==> config.mk <==
export PLATFORM = sky130hd
export DESIGN_NAME = rgb_to_hsv_converter_flat
export DESIGN_NICKNAME = d
export VERILOG_FILES = /design/src/hw/rtl/rth_pkg.sv /design/src/hw/rtl/rth_if.sv /design/src/hw/rtl/rgb_to_hsv_converter.sv /design/src/flat_wrapper.sv
export VERILOG_INCLUDE_DIRS = /design/src /design/src/hw/rtl
export SDC_FILE = /design/constraint.sdc
export NUM_CORES = 2
export LEC_CHECK = 0
export ABC_CLOCK_PERIOD_IN_PS = 16600
export BUFFER_PORTS_ARGS = -buffer_cell sky130_fd_sc_hd__buf_4
export CORE_AREA = 2 2 397 399
export DETAILED_ROUTE_END_ITERATION = 8
export DIE_AREA = 0 0 399 401
export PLACE_DENSITY_LB_ADDON = 0.15
export SLEW_MARGIN = 20
export SYNTH_ARGS = -nofsm -noshare
export SYNTH_HDL_FRONTEND = slang
export SYNTH_SLANG_ARGS = --single-unit
export TNS_END_PERCENT = 5
==> constraint.sdc <==
create_clock -name clk -period 16.6 [get_ports clk]
set_clock_uncertainty 0.2 [all_clocks]
set_input_delay 0.83 -clock clk [delete_from_list [all_inputs] [get_ports clk]]
set_output_delay 0.83 -clock clk [all_outputs]
set_load 0.01 [all_outputs]
==> src/hw/rtl/rgb_to_hsv_converter_defines.svh <==
`ifndef RGB_TO_HSV_CONVERTER_DEFINES_SVH
`define RGB_TO_HSV_CONVERTER_DEFINES_SVH

// Checks that are meaningless while the block sits in reset.
`define RTH_ASSERT(name, prop, msg) \
	name: assert property (@(posedge clk) disable iff (!arst_n) prop) \
		else $error(msg);

// Checks that must also hold while reset is asserted.
`define RTH_ASSERT_RST(name, prop, msg) \
	name: assert property (@(posedge clk) prop) else $error(msg);

`endif

==> src/hw/rtl/rth_pkg.sv <==
package rth_pkg;

	localparam int FRAC_BITS = 16;
	localparam int CHAN_W = 8;
	localparam int HUE_W = 16;
	localparam int SAT_W = 17;

	// One quotient bit per divider stage; the top bit is the integer part.
	localparam int QUO_W = FRAC_BITS + 1;
	localparam int DIV_STAGES = QUO_W;
	localparam int DIV_LAST = DIV_STAGES - 1;

	// Hue divisor is six times the chroma, below eight times the channel range.
	localparam int HDIV_W = CHAN_W + 3;
	localparam int HREM_W = HDIV_W + 1;
	localparam int SREM_W = CHAN_W + 1;
	localparam int NUM_W = HDIV_W + 2;

	typedef logic [CHAN_W-1:0] chan_t;
	typedef logic [HUE_W-1:0] hue_t;
	typedef logic [SAT_W-1:0] sat_t;
	typedef logic [QUO_W-1:0] quo_t;

	// Sector offset in sixths of a turn.
	typedef enum logic [1:0] {
		SEC_0,
		SEC_M6,
		SEC_M2,
		SEC_P4
	} sector_t;

	typedef struct packed {
		chan_t hi;
		chan_t mid;
		chan_t lo;
		sector_t sec;
	} sort_t;

	typedef struct packed {
		logic [HREM_W-1:0] hrem;
		logic [HDIV_W-1:0] hdiv;
		quo_t hq;
		logic [SREM_W-1:0] srem;
		chan_t sdiv;
		quo_t sq;
		chan_t bright;
	} div_t;

	// One restoring step for both divisions: compare, subtract, shift.
	function automatic div_t div_step(div_t d);
		div_t n;
		logic hbit;
		logic sbit;
		logic [HDIV_W-1:0] hdiff;
		chan_t sdiff;
		n = d;
		hbit = d.hrem >= {1'b0, d.hdiv};
		hdiff = hbit ? HDIV_W'(d.hrem - {1'b0, d.hdiv}) : HDIV_W'(d.hrem);
		sbit = d.srem >= {1'b0, d.sdiv};
		sdiff = sbit ? CHAN_W'(d.srem - {1'b0, d.sdiv}) : CHAN_W'(d.srem);
		n.hrem = {hdiff, 1'b0};
		n.hq = {d.hq[QUO_W-2:0], hbit};
		n.srem = {sdiff, 1'b0};
		n.sq = {d.sq[QUO_W-2:0], sbit};
		return n;
	endfunction

endpackage

==> src/hw/rtl/rth_if.sv <==
interface rth_rgb_if;
	import rth_pkg::*;

	logic valid;
	logic ready;
	chan_t red;
	chan_t green;
	chan_t blue;

	modport source (output valid, output red, output green, output blue, input ready);
	modport sink (input valid, input red, input green, input blue, output ready);
endinterface

interface rth_hsv_if;
	import rth_pkg::*;

	logic valid;
	logic ready;
	hue_t hue;
	sat_t saturation;
	chan_t brightness;

	modport source (output valid, output hue, output saturation, output brightness,
		input ready);
	modport sink (input valid, input hue, input saturation, input brightness,
		output ready);
endinterface

==> src/hw/rtl/rgb_to_hsv_converter.sv <==
// RGB to HSV converter. Takes one pixel per clock while the pipeline is not held
// up by the output and returns hue, saturation and value. One stage sorts the
// channels, one forms chroma and the hue numerator, and 17 stages each produce one
// quotient bit of both the hue and the saturation division. Every stage has its own
// valid bit and moves on whenever the stage after it is empty or moving, so bubbles
// close up and the input keeps being accepted while a result waits at the output
// register, until the pipeline is full. Hue is a 16-bit fraction of a turn,
// saturation a 17-bit fraction where 65536 means one, brightness the largest
// channel; grey pixels give zero hue and saturation. There is no configuration and
// no state beyond the pipeline itself.
`include "rgb_to_hsv_converter_defines.svh"

module rgb_to_hsv_converter (
	input logic clk,
	input logic arst_n,
	rth_rgb_if.sink rgb,
	rth_hsv_if.source hsv
);
	import rth_pkg::*;

	logic valid_s1;
	sort_t sort_s1;
	logic valid_s2;
	div_t seed_s2;

	// Element k of the two arrays below is pipeline stage 3 + k.
	logic dv_valid_s3 [DIV_STAGES];
	div_t dv_s3 [DIV_STAGES];

	logic dv_vin [DIV_STAGES];
	div_t dv_in [DIV_STAGES];
	logic div_go [DIV_STAGES+1];
	logic s1_go;
	logic s2_go;

	sort_t sort_d;
	div_t seed_d;

	// Stage 1: move the largest channel to the top by two swaps and track the sector.
	always_comb begin
		logic sw1;
		logic sw2;
		chan_t g0;
		chan_t b0;
		sw1 = rgb.green < rgb.blue;
		g0 = sw1 ? rgb.blue : rgb.green;
		b0 = sw1 ? rgb.green : rgb.blue;
		sw2 = rgb.red < g0;
		sort_d.hi = sw2 ? g0 : rgb.red;
		sort_d.mid = sw2 ? rgb.red : g0;
		sort_d.lo = b0;
		if (sw2) begin
			sort_d.sec = sw1 ? SEC_P4 : SEC_M2;
		end else begin
			sort_d.sec = sw1 ? SEC_M6 : SEC_0;
		end
	end

	// Stage 2: chroma, absolute hue numerator and the two divisors.
	always_comb begin
		chan_t mn;
		chan_t chroma;
		logic signed [NUM_W-1:0] cs;
		logic signed [NUM_W-1:0] diff;
		logic signed [NUM_W-1:0] prod;
		logic signed [NUM_W-1:0] num;
		logic signed [NUM_W-1:0] mag;
		logic [HDIV_W-1:0] six_c;
		mn = (sort_s1.mid < sort_s1.lo) ? sort_s1.mid : sort_s1.lo;
		chroma = sort_s1.hi - mn;
		cs = $signed(NUM_W'(chroma));
		diff = $signed(NUM_W'(sort_s1.mid)) - $signed(NUM_W'(sort_s1.lo));
		case (sort_s1.sec)
			SEC_0: begin
				prod = '0;
			end
			SEC_M6: begin
				prod = -((cs <<< 2) + (cs <<< 1));
			end
			SEC_M2: begin
				prod = -(cs <<< 1);
			end
			SEC_P4: begin
				prod = cs <<< 2;
			end
			default: begin
				prod = '0;
			end
		endcase
		num = prod + diff;
		mag = (num < 0) ? -num : num;
		six_c = HDIV_W'({chroma, 2'b00}) + HDIV_W'({chroma, 1'b0});
		seed_d.hrem = HREM_W'(mag[HDIV_W-1:0]);
		// A grey pixel has a zero numerator; a full divisor keeps its quotient zero.
		seed_d.hdiv = (chroma == '0) ? '1 : six_c;
		seed_d.hq = '0;
		seed_d.srem = SREM_W'(chroma);
		seed_d.sdiv = (sort_s1.hi == '0) ? CHAN_W'(1) : sort_s1.hi;
		seed_d.sq = '0;
		seed_d.bright = sort_s1.hi;
	end

	assign div_go[DIV_STAGES] = hsv.ready;
	assign s2_go = !valid_s2 || div_go[0];
	assign s1_go = !valid_s1 || s2_go;
	assign rgb.ready = s1_go;

	always_ff @(posedge clk or negedge arst_n) begin
		if (!arst_n) begin
			valid_s1 <= 1'b0;
			valid_s2 <= 1'b0;
		end else begin
			if (s1_go) begin
				valid_s1 <= rgb.valid;
			end
			if (s2_go) begin
				valid_s2 <= valid_s1;
			end
		end
	end

	always_ff @(posedge clk) begin
		if (s1_go && rgb.valid) begin
			sort_s1 <= sort_d;
		end
		if (s2_go && valid_s1) begin
			seed_s2 <= seed_d;
		end
	end

	for (genvar k = 0; k < DIV_STAGES; k++) begin : g_div
		if (k == 0) begin : g_first
			assign dv_vin[k] = valid_s2;
			assign dv_in[k] = seed_s2;
		end else begin : g_next
			assign dv_vin[k] = dv_valid_s3[k-1];
			assign dv_in[k] = dv_s3[k-1];
		end

		assign div_go[k] = !dv_valid_s3[k] || div_go[k+1];

		always_ff @(posedge clk or negedge arst_n) begin
			if (!arst_n) begin
				dv_valid_s3[k] <= 1'b0;
			end else if (div_go[k]) begin
				dv_valid_s3[k] <= dv_vin[k];
			end
		end

		always_ff @(posedge clk) begin
			if (div_go[k] && dv_vin[k]) begin
				dv_s3[k] <= div_step(dv_in[k]);
			end
		end
	end

	assign hsv.valid = dv_valid_s3[DIV_LAST];
	assign hsv.hue = hue_t'(dv_s3[DIV_LAST].hq);
	assign hsv.saturation = sat_t'(dv_s3[DIV_LAST].sq);
	assign hsv.brightness = dv_s3[DIV_LAST].bright;

	`RTH_ASSERT(a_in_lands, rgb.valid && rgb.ready |=> valid_s1, "accepted pixel not in stage 1")
	`RTH_ASSERT(a_hue_below_turn, dv_valid_s3[DIV_LAST] |-> !dv_s3[DIV_LAST].hq[QUO_W-1], "hue quotient reached a full turn")
	`RTH_ASSERT(a_sat_bound, dv_valid_s3[DIV_LAST] && dv_s3[DIV_LAST].sq[QUO_W-1] |-> dv_s3[DIV_LAST].sq[QUO_W-2:0] == '0, "saturation above one")
	`RTH_ASSERT(a_black_zero, hsv.valid && hsv.brightness == '0 |-> hsv.hue == '0 && hsv.saturation == '0, "black pixel gave nonzero hue or saturation")
	`RTH_ASSERT_RST(a_reset_empty, !arst_n |-> !hsv.valid && !valid_s1 && !valid_s2, "pipeline not empty in reset")

endmodule

==> src/flat_wrapper.sv <==
// flat-port wrapper written by rule: the top's interface ports become plain ports
module rgb_to_hsv_converter_flat import rth_pkg::*;
  (clk, arst_n, rgb_valid, rgb_red, rgb_green, rgb_blue, rgb_ready, hsv_valid, hsv_hue, hsv_saturation, hsv_brightness, hsv_ready);
  rth_rgb_if rgb_i ();
  rth_hsv_if hsv_i ();
  input logic clk;
  input logic arst_n;
  input wire logic [$bits(rgb_i.valid)-1:0] rgb_valid;
  input wire logic [$bits(rgb_i.red)-1:0] rgb_red;
  input wire logic [$bits(rgb_i.green)-1:0] rgb_green;
  input wire logic [$bits(rgb_i.blue)-1:0] rgb_blue;
  output wire logic [$bits(rgb_i.ready)-1:0] rgb_ready;
  output wire logic [$bits(hsv_i.valid)-1:0] hsv_valid;
  output wire logic [$bits(hsv_i.hue)-1:0] hsv_hue;
  output wire logic [$bits(hsv_i.saturation)-1:0] hsv_saturation;
  output wire logic [$bits(hsv_i.brightness)-1:0] hsv_brightness;
  input wire logic [$bits(hsv_i.ready)-1:0] hsv_ready;
  assign rgb_i.valid = rgb_valid;
  assign rgb_i.red = rgb_red;
  assign rgb_i.green = rgb_green;
  assign rgb_i.blue = rgb_blue;
  assign rgb_ready = rgb_i.ready;
  assign hsv_valid = hsv_i.valid;
  assign hsv_hue = hsv_i.hue;
  assign hsv_saturation = hsv_i.saturation;
  assign hsv_brightness = hsv_i.brightness;
  assign hsv_i.ready = hsv_ready;
  rgb_to_hsv_converter u_core (.clk(clk), .arst_n(arst_n), .rgb(rgb_i), .hsv(hsv_i));
endmodule
==> out/summary.md <==
On the worst path, the slowest cell contributes a delay of 0.72 ns. TritonCTS built the clock tree. The logs give 0 ns for the setup TNS and 0 for the initial antenna violation count. The logs give 0 for the number of pins exceeding their max-slew limit in the final report and 95550 um for the overall routed net length. The relative area change from synthesis to final layout is 14.12%. At the worst endpoint, the arrival time is 9.99 ns. The cell area after synthesis was 0.05418 sq mm. In this design, the largest share of critical-path delay is due to compound AO/OA/AOI/OAI gates. Routed via count divided by cell count: 4.688. After the first detailed-routing iteration, the DRC count stood at 1302.

The setup check on the worst reg-to-reg path leaves a slack of 6.89 ns. The share of total power dissipated in the clock network is 22.6%. The tightest min-delay check is of the in -> reg type. Together, buffers and inverters on the worst path number 3.

The flow ran to the end, and the final reports show no timing, DRC or antenna violations. The clock-pin slew on the worst setup and hold paths was 0.06 ns; the average footprint of a synthesized cell was 12.43 sq um. The clock sink count is 1124, and the number of inserted filler cells in the final layout is 14654. For this run, the number of Yosys warnings is 0. Summing the areas of all compound-gate instances in the mapped netlist gives 10.31% of the synthesized area. Counting along the longest clock path gives a buffer depth of 3. Master of the slowest instance on the critical path: nor2b_1. The maximum number of pins on one net before global-route repair was 71; the floorplan die height was 401 um. Clock tree synthesis inserted a total of 131 buffers. For the pin with the worst max-slew slack, the measured transition is 0.9707 ns. The main combinational cell family by area after synthesis was compound AO/OA/AOI/OAI gates.

The number of iterations in the first detailed-routing pass is 5, and the number of placement rows is 145. Net switching is 35.82% of the power. Synthesis inferred 1124 register bits.

After synthesis, the netlist uses 79 different library cells. The post-synthesis share of cell area spent on full adders, half adders and majority gates came out at 9.945%. The async set or reset register ratio after synthesis works out to 1.690%. The capturing point of the worst reg2reg path was u_core.dv_in[1385]. The run gives 0.76 ns as the clock latency reported for the late side of the worst-skew pair. The run gives 0 as the number of hold violations in the final report.

Synthesized-area fraction occupied by and/or/nand/nor cells: 8.806%. The highest clock frequency the design can meet was 0.1030 GHz; the switching power was 4.539 mW. Summed over all nets, the half-perimeter wirelength after detailed placement is 69780 um.

For hold timing, the worst endpoint is u_core.valid_s1. In this run the critical register-to-register path is launched from u_core.sort_s1[3]. The startpoint identified for the worst hold timing path is rgb_valid. The run gives 12.67 mW as the power consumption.

The most used flip-flop cell after synthesis is edfxtp_1. The number of failing setup endpoints in the final timing report is 0. The portion of synthesized area spent on multiplexers is 0.9584%. The critical-path maximum fanout is 43. The cell that appears most often on the critical path is ha_1. The instance count along the most critical hold path works out to 2. The number of gates resized after cts was 0; the number of max-cap violations was 0.

The worst path needs 9.712 ns of the cycle, external delays included. Ratio of total power to cell area: 205.0 mW/mm^2. The worst setup path category is reg -> reg. Across every metal layer, demand over resource in global routing totals 12.04%.

For this run, the register share of the synthesized area comes to 62.12%. The antenna diode count came out at 0. Setup repair after global routing left no endpoint under its margin. The overflow left after global routing is 0, and the number of enable-type register cells in the synthesized netlist is 1105. Synthesis handed over a netlist of 4360 instances. The core region is 0.1557 sq mm. The die extent in x is 399 um.

The run gives 24.17 nW as the static power due to leakage. The final critical path takes up 58.51% of the cycle. The number of buffers inserted by port buffering was 70.

The internal cell power was 8.134 mW; the data required time at the worst endpoint was 16.88 ns. The via count of the first global-routing pass is 32232. The element type at the critical path end was a flop. The tools report the count of antenna-violating nets left after detailed routing as 0. The final net count came out at 4955. Length in cells of the worst reg-to-reg path: 34.

Counting every net in the synthesized netlist gives 4797. The kind of start point of the critical path is a flop. The first global-routing pass estimated 157400 um of wire. In the final layout, the share of cells above drive strength 1 is 8.465%. In this run the clock root is driven by a clkbuf_16. Of the total power, combinational logic draws 40.2%. The tools report the sequential share of power as 37.2%.

Routability-driven placement finished with a final weighted congestion of 0.7978. The logs give 34.80% for the initial core utilization and 31305 for the routed via count. Headroom to the max-slew limit came out at 35.29%. The floorplan step defined a die boundary enclosing 0.1600 sq mm. CTS built an H-tree with a depth of 4. The routed length per instance was 14.31 um; the number of remaining DRC errors was 0. Pin placement for this block handled 71 I/O pins. The worst-case IR drop observed on VDD is 111.1 uV. The synthesized netlist devotes 2.972% of its cell area to XOR and XNOR gates.
-- worst reg2reg max path: cells and delay by family (launching register included) --
kind,cells,cell delay [ns]
flip-flops,1,0.36
adder cells (fa/ha/maj),4,1.23
buffers and inverters,3,0.82
XOR/XNOR,3,1.00
AO/OA/AOI/OAI,11,2.68
AND/OR/NAND/NOR,11,2.40
multiplexers,2,0.77
-- power groups by stage --
stage	registers [mW]	logic (mW)	clock network, mW
final	4.71	5.10	2.87
after global routing	4.80	5.82	3.09
after CTS	4.72	5.16	2.98
after detailed placement	4.77	5.14	0
after global placement	4.77	5.08	0
after floorplan	4.65	4.01	0
-- cells in the mapped netlist (63+ instances only) --
cell type,count,share of area (%)
edfxtp_1,1105,61
inv_1,603,4.2
ha_1,373,8.6
nand2_1,297,2.1
nor2_1,289,2.0
o21ai_0,288,2.7
a21oi_1,207,1.9
xnor2_1,109,1.8
a21boi_0,104,1.4
clkbuf_1,77,0.53
xor2_1,73,1.2
nor2b_1,71,0.82
o31ai_1,64,0.89
nand4_1,63,0.73
-- cell usage in the layout (no fill, tap or decap), types with 19 or more instances in the layout --
| cell | synthesis | final |
|---|---|---|
| xor2_1 | 73 | 72 |
| nand2b_1 | 28 | 28 |
| a21boi_0 | 104 | 101 |
| mux2_2 | 22 | 22 |
| clkbuf_16 | 0 | 131 |
| nor4_1 | 30 | 30 |
| inv_1 | 603 | 603 |
| o31ai_1 | 64 | 64 |
| o211ai_1 | 20 | 20 |
| and3_1 | 35 | 35 |
| nand3_1 | 51 | 51 |
| buf_4 | 1 | 113 |
| nand2_1 | 297 | 297 |
| a21o_1 | 33 | 33 |
| dfrtp_1 | 19 | 19 |
| fa_1 | 36 | 36 |
| and2_1 | 41 | 33 |
| nor2_1 | 289 | 289 |
| nand4_1 | 63 | 63 |
| clkbuf_1 | 77 | 23 |
| a21oi_1 | 207 | 206 |
| clkinv_1 | 1 | 23 |
| nor2b_1 | 71 | 65 |
| o21ai_0 | 288 | 288 |
| nor3_1 | 55 | 55 |
| o21a_1 | 52 | 52 |
| edfxtp_1 | 1105 | 1105 |
| xnor2_1 | 109 | 109 |
| ha_1 | 373 | 373 |
-- layer usage --
| metal | part of all wire, % | track usage, % |
|---|---|---|
| met1 | 40 | 12.94 |
| met2 | 53 | 22.86 |
| met3 | 3.1 | 2.397 |
| met4 | 3.2 | 4.630 |
| met5 | 0 | 0 |
-- flip-flops by register name (all words and copies together), names as in the netlist --
name	cells
u_core.sort_s1	18
u_core.dv_in	46
u_core.valid_s2	1
u_core.dv_s3	1033
u_core.seed_d	8
u_core.hsv.valid	1
u_core.dv_valid_s3	16
u_core.valid_s1	1
-- final cells by class --
class                   count  area (sq um)  share of cell area [%]
repair buffers            114         858.3                   1.388
clock inverters            79          1020                   1.649
well taps                2058          2575                   4.165
clock buffers             155          3378                   5.464
inverters                 609          2288                   3.701
flip-flops and latches   1124         33660                   54.44
multi-input cells        2538         18050                   29.20
-- worst max-delay path by stage --
stage          slack [ns]  depth (start not counted)          startpoint                  to
2_1_floorplan        7.76                         35  u_core.sort_s1[11]  u_core.dv_in[1390]
3_3_place_gp         6.97                         33  u_core.sort_s1[11]  u_core.dv_in[1385]
3_5_place_dp         6.88                         34   u_core.sort_s1[3]  u_core.dv_in[1385]
4_1_cts              6.88                         34   u_core.sort_s1[3]  u_core.dv_in[1385]
5_1_grt              5.92                         36   u_core.sort_s1[3]  u_core.dv_in[1385]
6_report             6.89                         34   u_core.sort_s1[3]  u_core.dv_in[1385]
-- stage by stage --
| stage | setup slack (ns) | instances | util (%) | hold slack [ns] | area, sq um |
|---|---|---|---|---|---|
| global placement | 6.968 | 6442 | 36.89 | 0.2009 | 57420 |
| floorplan | 7.760 | 4360 | - | 0.2003 | 54180 |
| CTS | 6.880 | 6677 | 39.72 | 0.01819 | 61830 |
| finish | 6.888 | 6677 | 39.72 | 0.07953 | 61830 |
| global route | 5.918 | 6677 | 39.72 | 0.04751 | 61830 |
| detailed placement | 6.881 | 6442 | 36.89 | 0.2045 | 57420 |
-- cell families (layout without fill, tap and decap cells) --
| kind of cell | Yosys count | in the layout |
|---|---|---|
| AOI/OAI and AO/OA | 895 | 895 |
| xor gates and xnor gates | 183 | 183 |
| adders and majority gates | 409 | 409 |
| buffers and inverters | 698 | 957 |
| DFF | 1124 | 1124 |
| muxes | 42 | 42 |
| and+or+nand+nor | 1009 | 1009 |
-- repair_timing --
item / CTS / global route
endpoints found under the hold margin: 19 / 0
hold buffers: 1 / 0
setup buffers: 0 / 0
Power figures use the tool's default switching activity.
